### src/rtl/bba_ram.sv
// Generic single-port-write, single-port-read RAM with a registered read.
// Depends on nothing; used for the free-link store.
module bba_ram #(
   parameter int WIDTH = 8,
   parameter int DEPTH = 16
) (
   input  logic                     clock,
   input  logic                     wr_en,
   input  logic [$clog2(DEPTH)-1:0] wr_addr,
   input  logic [WIDTH-1:0]         wr_data,
   input  logic [$clog2(DEPTH)-1:0] rd_addr,
   output logic [WIDTH-1:0]         rd_data
);

   logic [WIDTH-1:0] mem [DEPTH];

   // Write port and registered read port.
   always_ff @(posedge clock) begin
      if (wr_en) mem[wr_addr] <= wr_data;
      rd_data <= mem[rd_addr];
   end

endmodule

### config.mk
export PLATFORM = sky130hd
export DESIGN_NAME = bba_ram
export DESIGN_NICKNAME = d
export VERILOG_FILES = /design/src/rtl/bba_ram.sv
export SDC_FILE = /design/constraint.sdc
export NUM_CORES = 1
export LEC_CHECK = 0
export ABC_AREA = 0
export BUFFER_PORTS_ARGS = -buffer_cell sky130_fd_sc_hd__buf_2
export CAP_MARGIN = 20
export CORE_MARGIN = 1
export CORE_UTILIZATION = 30
export CTS_CLUSTER_SIZE = 14
export DETAILED_ROUTE_END_ITERATION = 16
export PLACE_DENSITY_LB_ADDON = 0.08
export RECOVER_POWER = 25
export SKIP_CTS_REPAIR_TIMING = 1
export SLEW_MARGIN = 20
export SYNTH_ARGS = -nofsm -noshare
export SYNTH_HDL_FRONTEND = slang
export SYNTH_SLANG_ARGS = --single-unit
### constraint.sdc
create_clock -name clock -period 2.8 [get_ports clock]
set_clock_uncertainty 0.2 [all_clocks]
set_input_delay 0.56 -clock clock [delete_from_list [all_inputs] [get_ports clock]]
set_output_delay 0.56 -clock clock [all_outputs]
set_load 0.01 [all_outputs]
Word-level counts from Yosys, hierarchy flattened. Memory sizes are Yosys's and may differ from the RTL's. A register that Yosys moved wholly into a read port is not among the register bits. Cells that the tools add are included.

Register bits: 0. Latch bits: 0. Memory bits (writable): 128. Bits in read-only memories: 0. Input bits: 18. Word-level logic and storage cells: 3. Memories kept: 1.

Memories: mem (depth 16, bits a word 8, rd ports 1, clocked after Yosys merged registers in 1, write ports 1, line 15) `logic [WIDTH-1:0] mem [DEPTH];`.

$add $sub $neg: 0. Multipliers: 0. Div/mod/pow operators: 0. Order comparisons: 0. Equality and inequality tests: 0. Shift operators: 0. Mux-type cells: 2. Bitwise logic cells: 0. Reduce and logical (&&, ||, !) cells: 0.

Operators by type and width (number): 2-to-1 mux 1 bit (2).

Depth between registers and ports, before layout.
Depth after elaboration: 2. Depth in mapped cells: 5. Gate-level depth less buffers: 3.

Least setup slack after synthesis. Ideal clock, no wire load.

Path kind: in2reg. Start: in wr_addr[2]. End: mem mem[0][0] (enable). Library setup time: 383 ps. Data arrival time: 1670 ps. Required time: 2217 ps. Slack: 547 ps. Stages on the path: 2. Path buffers: 0. Path through: or3b_2 nor3_1.

RTL lines: start: declaration (line 9) `input logic [$clog2(DEPTH)-1:0] wr_addr,`; end: declaration (line 15).

Straight into the memory's write port.

==> run metrics <==
outcome=completed; post-route ant nets=0; num rows=47; crit path from=rd_addr[0]; # clock sinks=~140; Worst Setup EP=rd_data[2]; FF-to-FF Start=mem[6][2]; TritonCTS Buffers=17; RSZ-0062 raised after global routing=no; RR Endpoint=rd_data[2]; Worst R2R Path Depth=3; Final Hold Vio Count=0; total track usage=~14%; top cells by area, synth=edfxtp_1 75%, mux4_2 7.9%, mux4_1 7.1%; Post-synth ARST share=0%; setup TNS=0 ns; Antenna diodes=0; reg2reg setup slack=~1.2 ns; Cell Area, Placed=5660 sq um; core area=around 17,000 sq um; maximum clock path buffer count=2; Layout Utilization=a little under two fifths; Worst-Margin Slew=approximately 0.74 ns; DP HPWL=between 7 and 8 mm; Hold WC Path Type=input port to flop; Syn Inst Count=229; post-synth top area cell=edfxtp_1; Mapped Area=about 5100 sq um; antenna violations before repair=0; Synth Flop Type=edfxtp_1; CP Data Required Time=between 2 and 3 ns; EDFF count, synth=128; Layout fillers=1,539; CP max FO=14; grt ovf=0; count leader, synth=edfxtp_1; CP Launch Type=input port; Die ar.=between 15,000 and 20,000 sq um; Clock Pin Slew Worst Setup and Hold Paths=0.06 ns; Setup-failing EPs final=0; iteration-0 DRC count of the detailed router=between 100 and 150; CTS tree=built; worst vdd ir=0.000412 V; warnings from Yosys=0; critical path type=input port to flop; vias in the first global route=~2,500; Slew Viols, Final=0; nets=roughly 300; DRT Pass-1 Iters=4; area share of the largest cell type after synthesis=between 70 and 80%; post-synthesis net count=~250; Chip Width=between 100 and 150 um; largest net degree at the start of global routing=22; vias per std cell=between 4 and 5; WL final=~11 mm; DRC errors left=0; hold depth=1; port bufs=25; Yosys cell types=19; first-pass GRT wire length=about 17 mm; GP Congestion=around 0.67; vias post-DR=roughly 2,400; Final Cell Area=~6200 sq um; Slew HR=between 50% and 60%; cell area power density=between 700 and 800 nW/um^2; H-tree depth=4; die height=~130 um; Syn Area/Cell=about 22 sq um; Critical Path AT=about 2.0 ns; WL per Instance=between 20 and 25 um; num ports=26; Fmax=approximately 520 MHz; final hold slack=0.354 ns; CP endpoint kind=flop; Power, Total=~4.4 mW; Tcrit/Tclk final=69.2%; Starting Density=a little under a third; most common library cells after synthesis=128 x edfxtp_1, 18 x mux4_2, 16 x a22oi_1, 14 x mux4_1, 13 x nor2_1; Max-cap violations=0; #FFs+latches synth=roughly 140; layout cell share with drive strength beyond 1=27.8%; Root Driver=clkbuf_16; Worst Hold Launch=wr_data[7]; leakage power=between 2 and 2.5 nW; register area share after synthesis=between 70% and 80%; Syn-to-layout area delta=19.7%; Final min period=just under 2 ns; worst skew pair latency=between 0.4 and 0.5 ns
==> worst min path at each step <==
stage / slack [ns] / endpoint
after CTS: 0.33 / mem[5][2]
final: 0.35 / mem[0][7]
after detailed placement: 0.48 / rd_data[6]
after global routing: 0.36 / mem[11][7]
after global placement: 0.46 / rd_data[2]
after floorplan: 0.43 / rd_data[0]
==> routing by layer <==
metal / wire length (um) / part of all wire, % / vias up / global-route usage, %
met5: 0 / 0 / - / 0
met4: 228 / 2.1 / 0 / 6.70
met3: 471 / 4.3 / 19 / 3.26
met2: 5090 / 46 / 60 / 20.7
met1: 5180 / 47 / 1255 / 18.3
li1: - / - / 1081 / -
==> flip-flops by register name, summed over array words and instances (netlist names) <==
name,cells
mem,128
rd_data,8
==> kinds of logic (layout without fill, tap and decap cells) <==
group / count (synthesis) / after routing / share of synthesized area, %
buf+inv: 10 / 76 / 1.68
simple gates: 35 / 35 / 3.18
mux: 32 / 32 / 15.0
compound gates: 16 / 16 / 2.33
flops: 136 / 136 / 77.8
==> metrics by stage <==
| stage | instances | setup WS [ns] |
|---|---|---|
| global placement | 485 | 0.410 |
| detailed placement | 485 | 0.415 |
| floorplan | 229 | 0.547 |
| CTS | 515 | 0.855 |
| global route | 515 | 0.743 |
| finish | 515 | 0.862 |
==> cells in the final DEF, fill, tap and decap left out, drive strengths merged <==
master and count:
nor3 4, clkinv 4, clkbuf 31, clkinvlp 1
a22oi 16, and2 1, dfxtp 8, nor2b 1
nand2 9, buf 40, nand2b 2, and2b 1
nand3b 2, nor2 13, nand3 1, edfxtp 128
or3b 1, mux4 32
==> report_power, final <==
part	leakage, nW	switching [mW]	internal, mW	total (mW)
logic	0.579	0.129	0.0932	0.222
registers	1.22	0.0137	2.28	2.29
clock network	0.248	0.752	1.18	1.93
==> worst max-delay path: stages <==
cell and delay (ns):
buf_2 0.29, buf_12 0.22, mux4_1 0.62, a22oi_1 0.24, nand2_1 0.09
==> final cells by class <==
class	count	area, sq um	share of cell area, %
Clock inverter	5	25.0	0.406
Clock buffer	25	485	7.88
Timing Repair Buffer	46	313	5.08
Sequential cell	136	4000	65.0
Tap cell	220	275	4.47
Multi-Input combinational cell	83	1060	17.2
Note: power is estimated with default switching activity, not from simulation.
